## src/rtl/fcvf_pkg.sv

```systemverilog
// Package for the finger count vote filter: field widths, register indexes,
// configuration and queue entry types. Depends on nothing.
`default_nettype none
package fcvf_pkg;

  localparam int COORD_W     = 12;
  localparam int TIPS_W      = 4;
  localparam int CNT_W       = 8;
  localparam int BIN_CNT_W   = 9;
  localparam int COUNT_OUT_W = 3;

  localparam int CFG_IDX_W   = 4;
  localparam int CFG_DATA_W  = 12;

  localparam int VOTE_BINS_DEF = 7;
  localparam int Q_DEPTH       = 2;

  localparam logic [TIPS_W-1:0]    MAX_TIPS     = 4'd5;
  localparam int                   ASPECT_SHIFT = 2;  // aspect limit of 4
  localparam logic [BIN_CNT_W-1:0] BIN_MAX      = 9'd511;
  localparam logic [CNT_W-1:0]     CNT_MAX      = 8'd255;

  // register indexes
  localparam logic [CFG_IDX_W-1:0] CFG_MIN_HEIGHT   = 4'd0;
  localparam logic [CFG_IDX_W-1:0] CFG_LEFT_MARGIN  = 4'd1;
  localparam logic [CFG_IDX_W-1:0] CFG_QUIET_FRAMES = 4'd2;
  localparam logic [CFG_IDX_W-1:0] CFG_VOTE_FRAMES  = 4'd3;

  localparam logic [COORD_W-1:0] MIN_HEIGHT_RST   = 12'd240;
  localparam logic [COORD_W-1:0] LEFT_MARGIN_RST  = 12'd20;
  localparam logic [CNT_W-1:0]   QUIET_FRAMES_RST = 8'd12;
  localparam logic [CNT_W-1:0]   VOTE_FRAMES_RST  = 8'd12;

  typedef struct packed {
    logic [COORD_W-1:0] min_height;
    logic [COORD_W-1:0] left_margin;
    logic [CNT_W-1:0]   quiet_frames;
    logic [CNT_W-1:0]   vote_frames;
  } cfg_t;

  // one classified frame on its way from front to back
  typedef struct packed {
    logic              shape_ok;  // height and hand test both passed
    logic [TIPS_W-1:0] tips;
  } qent_t;

endpackage
`default_nettype wire

```

## src/rtl/fcvf_cfg.sv

```systemverilog
// Configuration register file of the finger count vote filter.
// Depends on fcvf_pkg.
`default_nettype none
module fcvf_cfg (
  input  wire logic                           clk,
  input  wire logic                           rst_n,
  input  wire logic                           cfg_valid,
  output logic                                cfg_ready,
  input  wire logic [fcvf_pkg::CFG_IDX_W-1:0]  cfg_index,
  input  wire logic [fcvf_pkg::CFG_DATA_W-1:0] cfg_data,
  output fcvf_pkg::cfg_t                      cfg
);
  import fcvf_pkg::*;

  cfg_t cfg_r, cfg_nxt;

  assign cfg_ready = 1'b1;
  assign cfg       = cfg_r;

  always_comb begin
    cfg_nxt = cfg_r;
    if (cfg_valid) begin
      unique case (cfg_index)
        CFG_MIN_HEIGHT:   cfg_nxt.min_height   = cfg_data;
        CFG_LEFT_MARGIN:  cfg_nxt.left_margin  = cfg_data;
        CFG_QUIET_FRAMES: cfg_nxt.quiet_frames = cfg_data[CNT_W-1:0];
        CFG_VOTE_FRAMES:  cfg_nxt.vote_frames  = cfg_data[CNT_W-1:0];
        default:          cfg_nxt = cfg_r;  // drop unknown index
      endcase
    end
  end

  always_ff @(posedge clk) begin
    if (!rst_n) begin
      cfg_r.min_height   <= MIN_HEIGHT_RST;
      cfg_r.left_margin  <= LEFT_MARGIN_RST;
      cfg_r.quiet_frames <= QUIET_FRAMES_RST;
      cfg_r.vote_frames  <= VOTE_FRAMES_RST;
    end else begin
      cfg_r <= cfg_nxt;
    end
  end

endmodule
`default_nettype wire

```

## src/rtl/fcvf_front.sv

```systemverilog
// Front end of the finger count vote filter: takes input beats and runs the
// height and hand shape tests. Depends on fcvf_pkg.
`default_nettype none
module fcvf_front (
  input  wire logic                         in_valid,
  output logic                              in_ready,
  input  wire logic [fcvf_pkg::COORD_W-1:0] in_box_x,
  input  wire logic [fcvf_pkg::COORD_W-1:0] in_box_width,
  input  wire logic [fcvf_pkg::COORD_W-1:0] in_box_height,
  input  wire logic [fcvf_pkg::TIPS_W-1:0]  in_tip_count,
  input  wire fcvf_pkg::cfg_t               cfg,
  output logic                              push,
  output fcvf_pkg::qent_t                   push_ent,
  input  wire logic                         q_ready
);
  import fcvf_pkg::*;

  localparam int WIDE_W = COORD_W + ASPECT_SHIFT;

  logic [WIDE_W-1:0] w4, h4, w_ext, h_ext;
  logic              shape_ok;

  assign w_ext = WIDE_W'(in_box_width);
  assign h_ext = WIDE_W'(in_box_height);
  assign w4    = w_ext << ASPECT_SHIFT;
  assign h4    = h_ext << ASPECT_SHIFT;

  // shape tests; exact cross-multiplied aspect test, no division
  always_comb begin
    shape_ok = 1'b1;
    if (in_tip_count > MAX_TIPS)                      shape_ok = 1'b0;
    if (in_box_height == '0 || in_box_width == '0)    shape_ok = 1'b0;
    if (h_ext > w4 || w_ext > h4)                     shape_ok = 1'b0;
    if (in_box_x < cfg.left_margin)                   shape_ok = 1'b0;
    if (!(in_box_height > cfg.min_height))            shape_ok = 1'b0;
  end

  assign in_ready          = q_ready;
  assign push              = in_valid && q_ready;
  assign push_ent.shape_ok = shape_ok;
  assign push_ent.tips     = in_tip_count;

endmodule
`default_nettype wire

```

## src/rtl/fcvf_queue.sv

```systemverilog
// Short queue of classified frames between front and back end.
// Depends on fcvf_pkg.
`default_nettype none
module fcvf_queue (
  input  wire logic            clk,
  input  wire logic            rst_n,
  input  wire logic            push,
  input  wire fcvf_pkg::qent_t push_ent,
  output logic                 q_ready,
  output logic                 q_valid,
  output fcvf_pkg::qent_t      q_ent,
  input  wire logic            pop
);
  import fcvf_pkg::*;

  localparam int AW = (Q_DEPTH > 1) ? $clog2(Q_DEPTH) : 1;
  localparam int CW = $clog2(Q_DEPTH + 1);
  localparam logic [CW-1:0] FULL = CW'(Q_DEPTH);
  localparam logic [AW-1:0] LAST = AW'(Q_DEPTH - 1);

  qent_t         mem_r [Q_DEPTH];
  logic [AW-1:0] wr_ptr_r, rd_ptr_r;
  logic [CW-1:0] count_r;

  assign q_ready = (count_r != FULL);
  assign q_valid = (count_r != '0);
  assign q_ent   = mem_r[rd_ptr_r];

  always_ff @(posedge clk) begin
    if (push) begin
      mem_r[wr_ptr_r] <= push_ent;
    end
  end

  always_ff @(posedge clk) begin
    if (!rst_n) begin
      wr_ptr_r <= '0;
      rd_ptr_r <= '0;
      count_r  <= '0;
    end else begin
      if (push) begin
        wr_ptr_r <= (wr_ptr_r == LAST) ? '0 : wr_ptr_r + 1'b1;
      end
      if (pop) begin
        rd_ptr_r <= (rd_ptr_r == LAST) ? '0 : rd_ptr_r + 1'b1;
      end
      if (push && !pop) begin
        count_r <= count_r + 1'b1;
      end else if (pop && !push) begin
        count_r <= count_r - 1'b1;
      end
    end
  end

endmodule
`default_nettype wire

```

## src/rtl/fcvf_back.sv

```systemverilog
// Back end of the finger count vote filter: gap and vote counters, histogram,
// running winner and the output register. Depends on fcvf_pkg.
`default_nettype none
module fcvf_back #(
  parameter int VOTE_BINS = fcvf_pkg::VOTE_BINS_DEF
) (
  input  wire logic                             clk,
  input  wire logic                             rst_n,
  input  wire fcvf_pkg::cfg_t                   cfg,
  input  wire logic                             q_valid,
  input  wire fcvf_pkg::qent_t                  q_ent,
  output logic                                  pop,
  output logic                                  out_valid,
  input  wire logic                             out_ready,
  output logic                                  out_frame_accepted,
  output logic                                  out_decision_ready,
  output logic [fcvf_pkg::COUNT_OUT_W-1:0]      out_finger_count
);
  import fcvf_pkg::*;

  localparam int BIN_W = (VOTE_BINS > 1) ? $clog2(VOTE_BINS) : 1;
  localparam logic [TIPS_W:0] BINS_L = (TIPS_W + 1)'(VOTE_BINS);

  logic [BIN_CNT_W-1:0]   hist_r [VOTE_BINS];
  logic [BIN_CNT_W-1:0]   hist_nxt [VOTE_BINS];
  logic [CNT_W-1:0]       gap_r, gap_nxt;
  logic [CNT_W-1:0]       vote_idx_r, vote_idx_nxt;
  logic [BIN_W-1:0]       best_bin_r, best_bin_nxt;
  logic [BIN_CNT_W-1:0]   best_val_r, best_val_nxt;
  logic [COUNT_OUT_W-1:0] decided_r, decided_nxt;

  logic                   out_valid_r;
  logic                   acc_r, dec_r;

  logic                   accept_c, decide_c, tally_c, inc_c;
  logic [BIN_W-1:0]       bin_idx;
  logic [BIN_CNT_W-1:0]   bin_cnt, new_cnt;

  assign pop = q_valid && (!out_valid_r || out_ready);

  assign accept_c = q_ent.shape_ok && (gap_r > cfg.quiet_frames);
  assign decide_c = accept_c && (vote_idx_r > cfg.vote_frames);
  assign tally_c  = accept_c && ({1'b0, q_ent.tips} < BINS_L);
  assign bin_idx  = q_ent.tips[BIN_W-1:0];
  assign bin_cnt  = hist_r[bin_idx];
  assign inc_c    = tally_c && (bin_cnt != BIN_MAX);
  assign new_cnt  = bin_cnt + 1'b1;

  // The histogram only grows by one bin per frame, so the lowest-index
  // maximum over bins 1 and up can be tracked as it changes.
  always_comb begin
    hist_nxt     = hist_r;
    gap_nxt      = gap_r;
    vote_idx_nxt = vote_idx_r;
    best_bin_nxt = best_bin_r;
    best_val_nxt = best_val_r;
    decided_nxt  = decided_r;

    if (inc_c) begin
      hist_nxt[bin_idx] = new_cnt;
      if (bin_idx != '0) begin
        if (new_cnt > best_val_r ||
            (new_cnt == best_val_r && bin_idx < best_bin_r)) begin
          best_bin_nxt = bin_idx;
          best_val_nxt = new_cnt;
        end
      end
    end

    if (decide_c) begin
      // keep the old count when no vote landed in bins 1 and up
      if (best_val_nxt != '0) begin
        decided_nxt = COUNT_OUT_W'(best_bin_nxt);
      end
      for (int b = 0; b < VOTE_BINS; b++) begin
        hist_nxt[b] = '0;
      end
      best_bin_nxt = '0;
      best_val_nxt = '0;
      gap_nxt      = '0;
      vote_idx_nxt = '0;
    end else if (accept_c) begin
      if (vote_idx_r != CNT_MAX) begin
        vote_idx_nxt = vote_idx_r + 1'b1;
      end
    end else if (gap_r != CNT_MAX) begin
      gap_nxt = gap_r + 1'b1;
    end
  end

  always_ff @(posedge clk) begin
    if (!rst_n) begin
      for (int b = 0; b < VOTE_BINS; b++) begin
        hist_r[b] <= '0;
      end
      gap_r       <= '0;
      vote_idx_r  <= '0;
      best_bin_r  <= '0;
      best_val_r  <= '0;
      decided_r   <= '0;
      out_valid_r <= 1'b0;
    end else begin
      if (pop) begin
        hist_r     <= hist_nxt;
        gap_r      <= gap_nxt;
        vote_idx_r <= vote_idx_nxt;
        best_bin_r <= best_bin_nxt;
        best_val_r <= best_val_nxt;
        decided_r  <= decided_nxt;
      end
      if (pop) begin
        out_valid_r <= 1'b1;
      end else if (out_ready) begin
        out_valid_r <= 1'b0;
      end
    end
  end

  always_ff @(posedge clk) begin
    if (pop) begin
      acc_r <= accept_c;
      dec_r <= decide_c;
    end
  end

  assign out_valid          = out_valid_r;
  assign out_frame_accepted = acc_r;
  assign out_decision_ready = dec_r;
  assign out_finger_count   = decided_r;

`ifndef SYNTH
  a_dec_implies_acc: assert property (@(posedge clk) disable iff (!rst_n)
    out_valid_r |-> (!dec_r || acc_r))
    else $error("decision reported on a frame that was not a vote");

  a_decide_clears: assert property (@(posedge clk) disable iff (!rst_n)
    (pop && decide_c) |=> (vote_idx_r == '0 && gap_r == '0 && best_val_r == '0))
    else $error("counters not cleared after a decision");

  a_idle_holds: assert property (@(posedge clk) disable iff (!rst_n)
    !pop |=> ($stable(gap_r) && $stable(vote_idx_r) && $stable(decided_r)))
    else $error("vote state moved without a frame");

  a_accept_keeps_gap: assert property (@(posedge clk) disable iff (!rst_n)
    (pop && accept_c && !decide_c) |=> $stable(gap_r))
    else $error("gap counter changed on an accepted frame");
`endif

endmodule
`default_nettype wire

```

## src/rtl/finger_count_vote_filter_top.sv

```systemverilog
// Top level of the finger count vote filter.
// Depends on fcvf_pkg, fcvf_cfg, fcvf_front, fcvf_queue and fcvf_back.
`default_nettype none
// The block takes one beat per video frame (hand bounding box and fingertip
// count) and returns exactly one result beat per frame, in order. A frame is
// taken as a vote when its box is taller than min_height, more than
// quiet_frames rejected frames have passed since the last decision, and the
// box passes the hand test (at most five tips, nonzero sides, neither side
// over four times the other, left edge at or past left_margin). Votes tally
// into a histogram; the vote that arrives once the round index exceeds
// vote_frames decides the most frequent count from 1 upward (ties to the
// lowest), then the round restarts. One beat is accepted every clock cycle
// while the queue has room; each result passes through the two-entry queue
// behind the classifying front end, then the output register of the vote back
// end, whose counter and histogram update is registered with the result beat.
// Either side may stall without stopping the other until the queue fills.
// Write configuration only while no frame is in flight; cfg_ready is always
// high and writes to unknown indexes are dropped.
module finger_count_vote_filter_top #(
  parameter int VOTE_BINS = fcvf_pkg::VOTE_BINS_DEF
) (
  input  wire logic                             clk,
  input  wire logic                             rst_n,
  input  wire logic                             in_valid,
  output logic                                  in_ready,
  input  wire logic [fcvf_pkg::COORD_W-1:0]      in_box_x,
  input  wire logic [fcvf_pkg::COORD_W-1:0]      in_box_width,
  input  wire logic [fcvf_pkg::COORD_W-1:0]      in_box_height,
  input  wire logic [fcvf_pkg::TIPS_W-1:0]       in_tip_count,
  output logic                                  out_valid,
  input  wire logic                             out_ready,
  output logic                                  out_frame_accepted,
  output logic                                  out_decision_ready,
  output logic [fcvf_pkg::COUNT_OUT_W-1:0]      out_finger_count,
  input  wire logic                             cfg_valid,
  output logic                                  cfg_ready,
  input  wire logic [fcvf_pkg::CFG_IDX_W-1:0]    cfg_index,
  input  wire logic [fcvf_pkg::CFG_DATA_W-1:0]   cfg_data
);
  import fcvf_pkg::*;

  cfg_t  cfg;
  logic  push, q_ready, q_valid, pop;
  qent_t push_ent, q_ent;

  // hold the register file
  fcvf_cfg u_cfg (
    .clk       (clk),
    .rst_n     (rst_n),
    .cfg_valid (cfg_valid),
    .cfg_ready (cfg_ready),
    .cfg_index (cfg_index),
    .cfg_data  (cfg_data),
    .cfg       (cfg)
  );

  // classify each frame as it arrives
  fcvf_front u_front (
    .in_valid      (in_valid),
    .in_ready      (in_ready),
    .in_box_x      (in_box_x),
    .in_box_width  (in_box_width),
    .in_box_height (in_box_height),
    .in_tip_count  (in_tip_count),
    .cfg           (cfg),
    .push          (push),
    .push_ent      (push_ent),
    .q_ready       (q_ready)
  );

  // decouple front and back
  fcvf_queue u_queue (
    .clk      (clk),
    .rst_n    (rst_n),
    .push     (push),
    .push_ent (push_ent),
    .q_ready  (q_ready),
    .q_valid  (q_valid),
    .q_ent    (q_ent),
    .pop      (pop)
  );

  // advance the vote state and register the result beat
  fcvf_back #(
    .VOTE_BINS (VOTE_BINS)
  ) u_back (
    .clk                (clk),
    .rst_n              (rst_n),
    .cfg                (cfg),
    .q_valid            (q_valid),
    .q_ent              (q_ent),
    .pop                (pop),
    .out_valid          (out_valid),
    .out_ready          (out_ready),
    .out_frame_accepted (out_frame_accepted),
    .out_decision_ready (out_decision_ready),
    .out_finger_count   (out_finger_count)
  );

endmodule
`default_nettype wire

```

## config.mk

```make
export PLATFORM = sky130hd
export DESIGN_NAME = finger_count_vote_filter_top
export DESIGN_NICKNAME = d
export VERILOG_FILES = /design/src/rtl/fcvf_pkg.sv /design/src/rtl/fcvf_cfg.sv /design/src/rtl/fcvf_front.sv /design/src/rtl/fcvf_queue.sv /design/src/rtl/fcvf_back.sv /design/src/rtl/finger_count_vote_filter_top.sv
export SDC_FILE = /design/constraint.sdc
export NUM_CORES = 1
export LEC_CHECK = 0
export ABC_AREA = 0
export ABC_CLOCK_PERIOD_IN_PS = 6500
export BUFFER_PORTS_ARGS = -buffer_cell sky130_fd_sc_hd__buf_2
export CORE_AREA = 2 2 120 151
export CTS_CLUSTER_SIZE = 10
export DETAILED_ROUTE_END_ITERATION = 10
export DIE_AREA = 0 0 122 153
export PLACE_DENSITY = 0.79
export SYNTH_ARGS = -nofsm -noshare
export SYNTH_HDL_FRONTEND = slang
export SYNTH_HIERARCHICAL = 1
export SYNTH_SLANG_ARGS = --single-unit
```

## constraint.sdc

```tcl
create_clock -name clk -period 6.5 [get_ports clk]
set_clock_uncertainty 0.2 [all_clocks]
set_input_delay 0.975 -clock clk [delete_from_list [all_inputs] [get_ports clk]]
set_output_delay 0.975 -clock clk [all_outputs]
set_load 0.03 [all_outputs]
```

; Word level (Yosys, flattened, before mapping)
; Memories as Yosys holds them, arrays and structs flattened. A register that Yosys moved wholly into a read port is not among the register bits.
; Cells that the tools add are included.
[classes]
add_sub_neg = 7
n_lt_le_gt_ge = 12
n_eq_ne = 9
mux = 37
bitwise = 1
n_reduce_logical = 37
[op_table]
columns = op, count
row1 = 2-to-1 mux 63 bit, 2
row2 = bitwise mux 63 bit, 1
row3 = 2-to-1 mux 9 bit, 7
row4 = 2-to-1 mux 8 bit, 6
row5 = > comparator 12 x 14 -> 1 bit, 2
row6 = binary-select mux 9 bit (select 3 bit), 1
row7 = demux 9 bit (select 3 bit), 1
row8 = zero test 12 bit, 2
row9 = adder 8 x 1 -> 8 bit (second input constant), 2
row10 = > comparator 8 bit, 2
row11 = inequality test 8 bit (second input constant), 2
row12 = nonzero test 2 bit, 7
row13 = 2-to-1 mux 1 bit, 13
row14 = > comparator 12 bit, 1
row15 = < comparator 12 bit, 1
row16 = 2-to-1 mux 3 bit, 4
row17 = logical AND 1 bit, 10
row18 = AND reduction 2 bit, 5
row19 = adder 9 x 1 -> 9 bit (second input constant), 1
row20 = equality test 9 bit, 1
row21 = > comparator 9 bit, 1
row22 = inequality test 9 bit (second input constant), 1
row23 = AND reduction 3 bit, 3
row24 = nonzero test 9 bit, 1
row25 = 17 further kinds, 26
[word_totals]
regBits = 141
ram_bits = 10
in_bits = 61
out_inout_bits = 8
elab_cells = 126
mem_count = 1
[memory_table]
columns = memory, words, word_bits, rd, rd_ports_with_merged_regs, write_ports, line_no
row1 = u_queue.mem_r, 2, 5, 1, 1, 1, fcvf_queue.sv:21  ; qent_t mem_r [Q_DEPTH];

; Logic depth before layout (Yosys ltp)
; Gate-level depths: netlist of run 1.
[depth]
word_depth = 13
depth_mapped = 23
depth_no_buf = 20

; Cells and area by module
; Netlist of run 1, hierarchy kept.
[by_module_without_submodules]
columns = module, instances, cells_each, area_each_um2, seq_area_each_um2
row1 = fcvf_back, 1, 647, 5381.4, 1961.9
row2 = fcvf_cfg, 1, 161, 1590.3, 800.8
row3 = fcvf_front, 1, 164, 1229.9, 0.0
row4 = fcvf_queue, 1, 37, 575.6, 400.4

; Worst setup path before layout of run 1
; OpenSTA, ideal clock, no wires.
[synth_timing]
path_type = register to register
startpoint = reg (tool-made name)
endpoint = reg u_back.best_bin_r[0]
setup_ns = 0.066
t_arrival_ns = 4.419
t_required_ns = 6.234
setup_slack_ns = 1.815
path_stages_with_launch = 23
n_path_buf = 4
synth_period_minus_slack_ns = 4.685
path_cell_list = dfxtp_1 mux2_2 buf_6 buf_12 and2b_1 a22oi_1 nand2_1 clkinv_1 ha_1 nand3_1 nor4_4 xor2_2 ha_1 nand2_1 nor2_1 a221o_1 a31oi_1 nor4_1 clkbuf_8 o21ai_0 clkbuf_1 a22oi_1 nor2_1
[synth_lines]
columns = item, line_no
row1 = end signal: assignment, fcvf_back.sv:107  ; best_bin_r <= best_bin_nxt;
row2 = end: declaration, fcvf_back.sv:28  ; logic [BIN_W-1:0] best_bin_r, best_bin_nxt;

==> results.sh, run 1 <==
export IMPL_routed_via_count=7395
export IMPL_cts_made_buffers=17
export IMPL_drtIter0Drc=476
export IMPL_dpl_cell_count=1261
export IMPL_synth_seq_cells=152
export IMPL_synth_top_family_by_area="simple AND/OR/NAND/NOR gates"
export IMPL_yosys_area_share_xor_xnor_pct=2.053
export IMPL_tns_ns=0
export IMPL_dp_hpwl_microns=16020
export IMPL_gp_congestion=0.9929
export IMPL_grt_pass1_wl_microns=35990
export IMPL_syn_to_final_growth_pct=10.95
export IMPL_floorplan_die_height_microns=153
export IMPL_tightestPinTransition_ns=1.184
export IMPL_yosys_warnings=6
export IMPL_yosysUniqueCellTypes=85
export IMPL_min_path_cells=2
export IMPL_cp_cell_sequence="mux2_2 -> mux2i_1 -> o211ai_1 -> nand2_1 -> clkinv_1 -> ha_1 -> nand3_1 -> nor2_1 -> xor2_1 -> inv_1 -> ha_1 -> nand4_1 -> nor2_1 -> a221o_1 -> a31oi_1 -> nor4_1 -> buf_4 -> nand2_1 -> nor2_1 -> a22oi_1 -> nor2_1"
export IMPL_die_w_microns=122
export IMPL_clock_fmax_mhz=182.1
export IMPL_netlist_top_cells_area="dfxtp_1, ha_1, mux2i_1"
export IMPL_routed_wl_microns=21690
export IMPL_leakage_nw=4.055
export IMPL_ir_drop_mv=0.2025
export IMPL_syn_inst=1009
export IMPL_grtUsageTotal_pct=24.13
export IMPL_synth_main_ff_cell="dfxtp_1"
export IMPL_antenna_found_initial=0
export IMPL_layoutNonFillerInstCount=1293
export IMPL_cp_max_fo=31
export IMPL_start_util_pct=50.94
export IMPL_grt_max_degree=83
export IMPL_htree_levels=4
export IMPL_hold_buffers=0
export IMPL_arrival_ns=5.65
export IMPL_wire_per_inst_microns=16.78
export IMPL_synth_compound_area_share_pct=15.41
export IMPL_critPathCaptureType="flop"
export IMPL_final_common_cell="dfxtp_1"
export IMPL_drc=0
export IMPL_cts_root_buf="clkbuf_16"
export IMPL_final_cell_mix="dfxtp_1, nor2_1, nand2_1, inv_1, a21oi_1"
export IMPL_cts_max_path_buffers=2
export IMPL_worstHoldPathType="reg2reg"
export IMPL_worst_setup_path_start_kind="flop"
export IMPL_reg2regPathDepth=21
export IMPL_ant_nets=0
export IMPL_clock_latency_ns=0.43
export IMPL_synth_area_leader_cell="dfxtp_1"
export IMPL_period_minus_slack_ns=5.492
export IMPL_io_buffers=67
export IMPL_syn_area_per_cell_sq_um=8.699
export IMPL_grt_pass1_vias=7529
export IMPL_netlist_area_leader_share_pct=31.93
export IMPL_postCtsSetupBuffers=0
export IMPL_critPathMaxStageDelay_ns=0.68
export IMPL_first_pass_iters=5
export IMPL_setup_viol=0
export IMPL_rows=54
export IMPL_die_area_sq_mm=0.01867
export IMPL_cp_slowest_cell="mux2_2"
export IMPL_drv_slew=0
export IMPL_fin_crit_sh_pct=84.48
export IMPL_cts_tree="yes"
export IMPL_clock_sinks=152
export IMPL_criticalPathCategory="reg2reg"
export IMPL_coreArea_sq_mm=0.01723
export IMPL_grt_overflow=0
export IMPL_yosys_area_share_simple_pct=20.61
export IMPL_powerDensity_mw_per_mm2=271.0
export IMPL_netlist_area_sq_mm=0.008777
export IMPL_relSlewSlack_pct=20.79
export IMPL_status="completed"
export IMPL_hold_viol=0
export IMPL_synthAdderAreaFrac_pct=10.69
export IMPL_post_cts_resized=0
export IMPL_viasPerCell=5.719
export IMPL_yosysSeqAreaShare_pct=36.04
export IMPL_io_pins=69
export IMPL_muxShareOfSynthArea_pct=7.641
export IMPL_worstPathRequired_ns=6.66
export IMPL_final_nets=1192
export IMPL_maxCapViolCount=0
export IMPL_synth_edf_count=12
export IMPL_cp_common_cell="nor2_1"
export IMPL_antenna_cells=0
export IMPL_rsz0062_at_grt="false"
export IMPL_drive_gt1_share_pct=14.50
export IMPL_synth_async_reset_ratio_pct=0
export IMPL_clk_pin_slew_ns=0.07
export IMPL_synth_fp_nets=1145
## kinds of logic after synthesis
| family | Yosys count |
|---|---|
| xor gates and xnor gates | 18 |
| muxes | 63 |
| AOI/OAI and AO/OA | 196 |
| DFF | 152 |
| buffers and inverters | 140 |
| adders and majority gates | 75 |
| other | 1 |
| and+or+nand+nor | 364 |
## sequential cells by signal, summed over array words and instances (netlist names), named ones only
name / count
u_back/vote_idx_r: 8
u_back/best_bin_r: 3
u_back/out_finger_count: 3
u_queue/rd_ptr_r: 1
u_queue/count_r: 2
u_back/gap_r: 8
u_back/out_valid: 1
u_back/out_decision_ready: 1
u_cfg/cfg: 40
u_queue/wr_ptr_r: 1
u_back/out_frame_accepted: 1
u_back/hist_r: 63
u_queue/mem_r: 10
u_back/best_val_r: 9
## path summary, 6_finish.rpt
kind | slack (ns) | to | from
worst max register to register | 1.01 | u_back/best_bin_r[2]$_SDFFE_PN0P_ | flop
worst min register to register | 0.25 | u_back/hist_r[35]$_SDFFE_PN0P_ | u_back/hist_r[35]$_SDFFE_PN0P_
worst max-delay path | 1.01 | u_back/best_bin_r[2]$_SDFFE_PN0P_ | flop
worst min-delay path | 0.25 | u_back/hist_r[35]$_SDFFE_PN0P_ | u_back/hist_r[35]$_SDFFE_PN0P_
## power breakdown
| group | internal (W) | switching (W) | total [W] |
|---|---|---|---|
| combinational | 0.000228 | 0.000427 | 0.000654 |
| clock | 0.000569 | 0.000408 | 0.000977 |
| sequential | 0.000983 | 0.0000246 | 0.00101 |
| total | 0.00178 | 0.000860 | 0.00264 |
## cell type report
cell class | count | area [sq um]
clock inverters | 13 | 147.6
multi-input cells | 717 | 4955
flip-flops and latches | 152 | 3163
well taps | 224 | 280.3
repair buffers | 79 | 425.4
fillers | 1537 | 7491
inverters | 89 | 334.1
clock buffers | 19 | 432.9
## layer usage
layer / vias to the layer above / GRT usage, % / wire length, microns
met4: 0 / 11.44 / 828
met3: 69 / 5.410 / 970
met2: 224 / 42.54 / 11160
met5: - / 0 / 0
li1: 3622 / - / -
met1: 3480 / 27.19 / 8731
## critical path, delay by kind of cell, from the launching register on
kind,cells,cell delay [ns]
and+or+nand+nor,9,1.75
muxes,2,0.95
adders and majority gates,2,0.63
buffers and inverters,3,0.60
AOI/OAI and AO/OA,4,0.48
DFF,1,0.44
xor gates and xnor gates,1,0.35
## synth_stat cells, types with 14 or more instances
library cell and number:
nor3_1 31, nand4_1 14, inv_1 85, nand2_1 86
dfxtp_1 140, nor2_1 122, a21oi_1 76, mux2i_1 49
a22oi_1 42, ha_1 75, clkbuf_1 30, nor2b_1 16
nand3_1 17
## metrics by stage
stage | setup WS [ns] | hold slack (ns) | utilization, % | instance area (sq um) | power [W]
after CTS | 1.062 | 0.2484 | 56.52 | 9738 | 0.002642
after floorplan | 1.815 | 0.2284 | - | 8777 | 0.001521
after detailed placement | 1.111 | 0.2402 | 53.15 | 9158 | 0.001673
after global routing | 0.5851 | 0.2689 | 56.52 | 9738 | 0.002759
final | 1.008 | 0.2470 | 56.52 | 9738 | 0.002639
after global placement | 1.242 | 0.2367 | 53.15 | 9158 | 0.001656
Power figures use the tool's default switching activity.
==> run 2, diff against run 1 <==
--- a/config.mk
+++ b/config.mk
@@ -6,13 +6,13 @@
 export NUM_CORES = 1
 export LEC_CHECK = 0
 export ABC_AREA = 0
-export ABC_CLOCK_PERIOD_IN_PS = 6500
+export ABC_CLOCK_PERIOD_IN_PS = 5000
 export BUFFER_PORTS_ARGS = -buffer_cell sky130_fd_sc_hd__buf_2
 export CORE_AREA = 2 2 120 151
 export CTS_CLUSTER_SIZE = 10
 export DETAILED_ROUTE_END_ITERATION = 10
 export DIE_AREA = 0 0 122 153
-export PLACE_DENSITY = 0.79
+export PLACE_DENSITY = 0.82
 export SYNTH_ARGS = -nofsm -noshare
 export SYNTH_HDL_FRONTEND = slang
 export SYNTH_HIERARCHICAL = 1
==> constraint.sdc (replaced) <==
create_clock -name clk -period 5 [get_ports clk]
set_clock_uncertainty 0.2 [all_clocks]
set_input_delay 0.75 -clock clk [delete_from_list [all_inputs] [get_ports clk]]
set_output_delay 0.75 -clock clk [all_outputs]
set_load 0.03 [all_outputs]
==> run 2 against run 1 <==
Against the previous run: non-clock buffer count grew 14; worst setup slack got worse by 0.91 ns; core utilization grew 1.2 points; first-iteration DRC count increased by 21%; register-to-register slack got worse by 0.91 ns; global-route usage is 0.30 points lower; sequential share of layout area shrank 0.62 points; largest cell class unchanged; flip-flop and latch count is the same; hold slack gained 0.011 ns; via count grew 2.5%; critical path depth down 2; cell count up 1.1%.
==> results.sh, run 2 (synthesized netlist as in run 1, its figures left out) <==
export IMPL_status="completed"
export IMPL_htree_levels=4
export IMPL_routed_wl_microns=22150
export IMPL_io_buffers=67
export IMPL_final_cell_mix="dfxtp_1, nor2_1, nand2_1, inv_1, a21oi_1"
export IMPL_rr_endpoint="u_back/out_finger_count[1]$_SDFFE_PN0P_"
export IMPL_hold_viol=0
export IMPL_period_minus_slack_ns=4.898
export IMPL_cp_max_fo=27
export IMPL_powerDensity_mw_per_mm2=355.3
export IMPL_min_path_cells=2
export IMPL_syn_to_final_growth_pct=13.24
export IMPL_tightestPinTransition_ns=0.9715
export IMPL_rrSetupSlack_ns=0.10
export IMPL_floorplan_die_height_microns=153
export IMPL_arrival_ns=5.03
export IMPL_io_pins=69
export IMPL_largest_reg_flops=63
export IMPL_drv_slew=0
export IMPL_dp_hpwl_microns=16000
export IMPL_hold_worst_slack_ns=0.2583
export IMPL_antenna_found_initial=0
export IMPL_cts_tree="yes"
export IMPL_wire_per_inst_microns=16.95
export IMPL_clk_pin_slew_ns=0.06
export IMPL_reg2regPathDepth=19
export IMPL_grt_pass1_vias=7620
export IMPL_drc=0
export IMPL_criticalPathCategory="reg2reg"
export IMPL_grt_max_degree=84
export IMPL_internal_power_w=0.002430
export IMPL_clock_latency_ns=0.43
export IMPL_hold_path_end="u_back/out_finger_count[1]$_SDFFE_PN0P_"
export IMPL_rows=54
export IMPL_hold_buffers=0
export IMPL_final_nets=1206
export IMPL_antenna_cells=0
export IMPL_clock_sinks=152
export IMPL_viasPerCell=5.799
export IMPL_ir_drop_mv=0.2213
export IMPL_leakage_nw=4.170
export IMPL_cts_root_buf="clkbuf_16"
export IMPL_worst_setup_path_start_kind="flop"
export IMPL_fin_util_pct=57.69
export IMPL_drtIter0Drc=578
export IMPL_relSlewSlack_pct=34.99
export IMPL_die_w_microns=122
export IMPL_largest_register="u_back/hist_r"
export IMPL_gp_congestion=0.9611
export IMPL_power_clock_fraction_pct=37.7
export IMPL_critPathCaptureType="flop"
export IMPL_worstHoldStart="u_back/out_finger_count[1]$_SDFFE_PN0P_"
export IMPL_power_frac_seq_pct=37.1
export IMPL_ant_nets=0
export IMPL_fin_crit_sh_pct=97.96
export IMPL_routed_via_count=7579
export IMPL_pwr_share_comb_pct=25.2
export IMPL_grtUsageTotal_pct=23.83
export IMPL_grt_overflow=0
export IMPL_die_area_sq_mm=0.01867
export IMPL_final_common_cell="dfxtp_1"
export IMPL_start_util_pct=50.94
export IMPL_grt_pass1_wl_microns=35690
export IMPL_setup_viol=0
export IMPL_cts_made_buffers=17
export IMPL_maxCapViolCount=0
export IMPL_worstHoldPathType="reg2reg"
export IMPL_cts_max_path_buffers=2
export IMPL_clock_fmax_mhz=204.2
export IMPL_switchingPower_w=0.001101
export IMPL_coreArea_sq_mm=0.01723
export IMPL_worstPathRequired_ns=5.13
export IMPL_drive_gt1_share_pct=16.07
export IMPL_first_pass_iters=6
export IMPL_sw_frac_of_total_pct=31.17
==> run 2: cell types whose count changed in the layout (fill, tap and decap cells not counted), sizes merged <==
cell / previous run / this run
buf: 79 / 93
clkbuf: 19 / 22
clkinvlp: 4 / 1
inv: 88 / 86
bufinv: 2 / 3
clkinv: 8 / 9
==> run 2: timing repair <==
| item | 4_1_cts | 5_1_grt |
|---|---|---|
| pin swaps | 0 | 2 |
| setup buffers | 0 | 1 |
| endpoints found under the hold margin | 0 | 0 |
| resized for setup | 3 | 8 |
| setup endpoints to repair | 13 | 15 |
==> run 2: worst max-delay path by stage <==
stage,slack [ns],cells past startpoint,endpoint,from
finish,0.10,19,u_back/out_finger_count[1]$_SDFFE_PN0P_,flop
global route,-0.13,19,u_back/out_finger_count[2]$_SDFFE_PN0P_,flop
CTS,0.002,20,u_back/out_finger_count[2]$_SDFFE_PN0P_,flop
detailed placement,-0.1,19,u_back/best_val_r[7]$_SDFFE_PN0P_,flop
global placement,0.16,19,u_back/best_bin_r[1]$_SDFFE_PN0P_,flop
floorplan,0.31,22,u_back/best_bin_r[0]$_SDFFE_PN0P_,flop
==> run 2: final cells by class <==
| cell class | count | area [sq um] |
|---|---|---|
| Fill cell | 1493 | 7289 |
| Multi-Input combinational cell | 717 | 5010 |
| Sequential cell | 152 | 3167 |
| Timing Repair Buffer | 93 | 530.5 |
| Clock buffer | 22 | 475.5 |
| Inverter | 89 | 334.1 |
| Tap cell | 224 | 280.3 |
| Clock inverter | 10 | 142.6 |
==> run 2: power by group through the flow <==
| stage | registers [W] | clock network [W] | logic (W) |
|---|---|---|---|
| finish | 0.00131 | 0.00133 | 0.000888 |
| global route | 0.00132 | 0.00139 | 0.000960 |
| CTS | 0.00131 | 0.00135 | 0.000863 |
| detailed placement | 0.00134 | 0 | 0.000852 |
| global placement | 0.00133 | 0 | 0.000834 |
| floorplan | 0.00134 | 0 | 0.000634 |
==> run 2: metal layers <==
metal	global-route usage, %	part of all wire, %	vias up
met5	0	0	-
met4	13.85	5.8	0
met3	4.366	4.5	108
met2	42.96	52	259
met1	25.54	38	3566
li1	-	-	3646
==> run 2: through the flow <==
step	setup TNS [ns]	total power, W	instance area [sq um]	worst slack (ns)	instances
2_1_floorplan	0	0.001977	8777	0.3150	1009
3_3_place_gp	0	0.002168	9255	0.1602	1274
3_5_place_dp	-0.6604	0.002187	9255	-0.09563	1274
4_1_cts	0	0.003520	9886	0.001916	1306
5_1_grt	-0.9809	0.003673	9940	-0.1298	1307
6_report	0	0.003531	9940	0.1018	1307
==> run 2: worst max-delay path: stages, from the launching register on <==
cell and delay [ns]:
dfxtp_4 0.38, mux2_4 0.44, and2b_2 0.32, a221o_1 0.21
nand2_1 0.16, nor4_4 0.32, nand2_1 0.11, nor3b_2 0.20
ha_1 0.29, ha_4 0.30, nand4_1 0.11, nor2_1 0.20
a221o_1 0.19, a31oi_1 0.05, nor4_1 0.29, buf_4 0.22
or2b_1 0.26, o32ai_4 0.17, a211oi_1 0.13, a211oi_1 0.23
==> run 3, diff against run 2 <==
--- a/config.mk
+++ b/config.mk
@@ -12,7 +12,8 @@
 export CTS_CLUSTER_SIZE = 10
 export DETAILED_ROUTE_END_ITERATION = 10
 export DIE_AREA = 0 0 122 153
-export PLACE_DENSITY = 0.82
+export HOLD_SLACK_MARGIN = 0.08
+export PLACE_DENSITY = 0.77
 export SYNTH_ARGS = -nofsm -noshare
 export SYNTH_HDL_FRONTEND = slang
 export SYNTH_HIERARCHICAL = 1
==> constraint.sdc (replaced) <==
create_clock -name clk -period 5 [get_ports clk]
set_clock_uncertainty 0.2 [all_clocks]
set_input_delay 0.5 -clock clk [delete_from_list [all_inputs] [get_ports clk]]
set_output_delay 0.5 -clock clk [all_outputs]
set_load 0.03 [all_outputs]
==> run 3 against run 2 <==
Against the previous run: global-route usage shrank 0.10 points; clock-buffer cell count is 2 lower; total power is 0.68% lower; cell count up 0.38%; design area increased by 0.28%; combinational power up 2%; non-clock buffer count up 5; first-iteration DRC count is 17% lower; critical endpoint unchanged.
==> results.sh, run 3 (synthesized netlist as in run 1, its figures left out) <==
export IMPL_drtIter0Drc=479
export IMPL_start_util_pct=50.94
export IMPL_tns_ns=0
export IMPL_fin_crit_sh_pct=96.01
export IMPL_routed_wl_met3_microns=803
export IMPL_clock_latency_ns=0.42
export IMPL_routed_via_count=7451
export IMPL_ant_nets=0
export IMPL_setup_viol=0
export IMPL_pre_cts_ws_ns=0.06443
export IMPL_status="completed"
export IMPL_viasPerCell=5.679
export IMPL_rows=54
export IMPL_period_minus_slack_ns=4.801
export IMPL_met2_length_microns=11230
export IMPL_final_cell_mix="dfxtp_1, nor2_1, nand2_1, inv_1"
export IMPL_dp_hpwl_microns=16250
export IMPL_cp_common_cell="buf_4"
export IMPL_syn_to_final_growth_pct=13.56
export IMPL_antenna_found_initial=0
export IMPL_io_buffers=67
export IMPL_layoutNonFillerInstCount=1312
export IMPL_leakage_nw=4.181
export IMPL_final_common_cell="dfxtp_1"
export IMPL_grt_overflow=0
export IMPL_rr_endpoint="u_back/out_finger_count[1]$_SDFFE_PN0P_"
export IMPL_hold_worst_slack_ns=0.1005
export IMPL_reg2regPathDepth=21
export IMPL_drive_gt1_share_pct=16.45
export IMPL_tightestPinTransition_ns=1.014
export IMPL_crit_end="u_back/out_finger_count[1]$_SDFFE_PN0P_"
export IMPL_drv_slew=0
export IMPL_maxCapViolCount=0
export IMPL_hold_viol=0
export IMPL_worstHoldPathType="in2reg"
export IMPL_ir_drop_mv=0.2622
export IMPL_gp_congestion=0.9626
export IMPL_clk_pin_slew_ns=0.06
export IMPL_setup_ws_ns=0.1995
export IMPL_grt_pass1_wl_microns=35440
export IMPL_wire_per_inst_microns=16.46
export IMPL_clock_sinks=152
export IMPL_largest_register="u_back/hist_r"
export IMPL_io_pins=69
export IMPL_cts_tree="yes"
export IMPL_cts_root_buf="clkbuf_16"
export IMPL_dpl_cell_count=1276
export IMPL_cp_cell_sequence="buf_4 -> mux2_2 -> buf_4 -> nor2_1 -> a22oi_1 -> o211a_2 -> nor4_4 -> nand2_1 -> nor3b_1 -> ha_1 -> ha_1 -> nand4_1 -> nor2_2 -> a221o_1 -> a31oi_1 -> nor4_2 -> buf_4 -> or2b_1 -> o32ai_4 -> a211oi_1 -> a211oi_1"
export IMPL_drc=0
export IMPL_cts_max_path_buffers=2
export IMPL_largest_reg_flops=63
export IMPL_grt_pass1_vias=7502
export IMPL_postCtsSetupBuffers=0
export IMPL_cts_made_buffers=17
export IMPL_worst_setup_path_start_kind="flop"
export IMPL_clock_fmax_mhz=208.3
export IMPL_routed_wl_microns=21590
export IMPL_floorplan_die_height_microns=153
export IMPL_grt_max_degree=59
export IMPL_antenna_cells=0
export IMPL_die_w_microns=122
export IMPL_arrival_ns=4.93
export IMPL_final_nets=1211
export IMPL_wl_met1_microns=8485
export IMPL_grtUsageTotal_pct=23.73
export IMPL_first_pass_iters=5
export IMPL_critPathMaxStageDelay_ns=0.40
export IMPL_powerDensity_mw_per_mm2=351.9
export IMPL_htree_levels=4
export IMPL_highest_layer="met4"
export IMPL_rrSetupSlack_ns=0.20
export IMPL_die_area_sq_mm=0.01867
export IMPL_coreArea_sq_mm=0.01723
export IMPL_cp_slowest_cell="mux2_2"
export IMPL_relSlewSlack_pct=32.16
export IMPL_critPathCaptureType="flop"
export IMPL_worstPathRequired_ns=5.13
export IMPL_fillers=1504
export IMPL_cp_max_fo=12
export IMPL_criticalPathCategory="reg2reg"
==> run 3: changes by cell type in the layout (fill, tap and decap cells not counted), sizes merged <==
cell | before | now
dlygate4sd3 | 0 | 3
clkdlybuf4s15 | 0 | 1
clkbuf | 22 | 20
clkinvlp | 1 | 4
buf | 93 | 94
clkinv | 9 | 8
==> run 3: layout make-up <==
type | instances | area [sq um] | share of cell area [%]
clock buffers | 20 | 446.7 | 4.482
clock inverters | 12 | 152.6 | 1.532
inverters | 89 | 334.1 | 3.352
multi-input cells | 717 | 5011 | 50.28
flip-flops and latches | 152 | 3163 | 31.73
well taps | 224 | 280.3 | 2.812
repair buffers | 98 | 579.3 | 5.812
==> run 3: worst min path at each step <==
stage,slack [ns],cells after the start,startpoint,to
floorplan,0.23,2,u_back/hist_r[4]$_SDFFE_PN0P_,u_back/hist_r[4]$_SDFFE_PN0P_
global placement,0.24,2,u_cfg/cfg[22]$_SDFFE_PN0P_,u_cfg/cfg[22]$_SDFFE_PN0P_
detailed placement,0.25,2,u_back/hist_r[4]$_SDFFE_PN0P_,u_back/hist_r[4]$_SDFFE_PN0P_
CTS,0.09,1,in_tip_count[1],u_queue/mem_r[1][1]$_DFFE_PP_
global route,0.10,1,in_tip_count[1],u_queue/mem_r[1][1]$_DFFE_PP_
finish,0.10,1,in_tip_count[1],u_queue/mem_r[1][1]$_DFFE_PP_
==> run 3: power breakdown <==
group,switching [W],internal (W)
Clock,0.000503,0.000796
Combinational,0.000568,0.000334
Sequential,0.0000276,0.00128
==> run 3: what timing repair did <==
action	4_1_cts	5_1_grt
gates resized for setup	0	13
endpoints found under the hold margin	6	0
hold buffers	3	0
setup endpoints to repair	0	15
==> run 3: per-layer routing <==
metal	vias to the layer above	track usage, %
met5	-	0
met4	0	13.30
met3	83	3.694
met2	228	42.96
met1	3481	25.89
li1	3659	-
==> run 3: per-stage QoR <==
step                power (W)  cell area [sq um]  util [%]
finish               0.003507               9967     57.85
global route         0.003656               9967     57.85
CTS                  0.003496               9899     57.46
detailed placement   0.002200               9270     53.81
global placement     0.002184               9270     53.81
floorplan            0.001977               8777         -
==> run 3: critical path, delay by kind of cell (launching register included) <==
kind / cells / cell delay [ns]
AO/OA/AOI/OAI: 7 / 1.16
adder cells (fa/ha/maj): 2 / 0.60
buffers and inverters: 3 / 0.57
flip-flops: 1 / 0.34
multiplexers: 1 / 0.40
AND/OR/NAND/NOR: 8 / 1.43
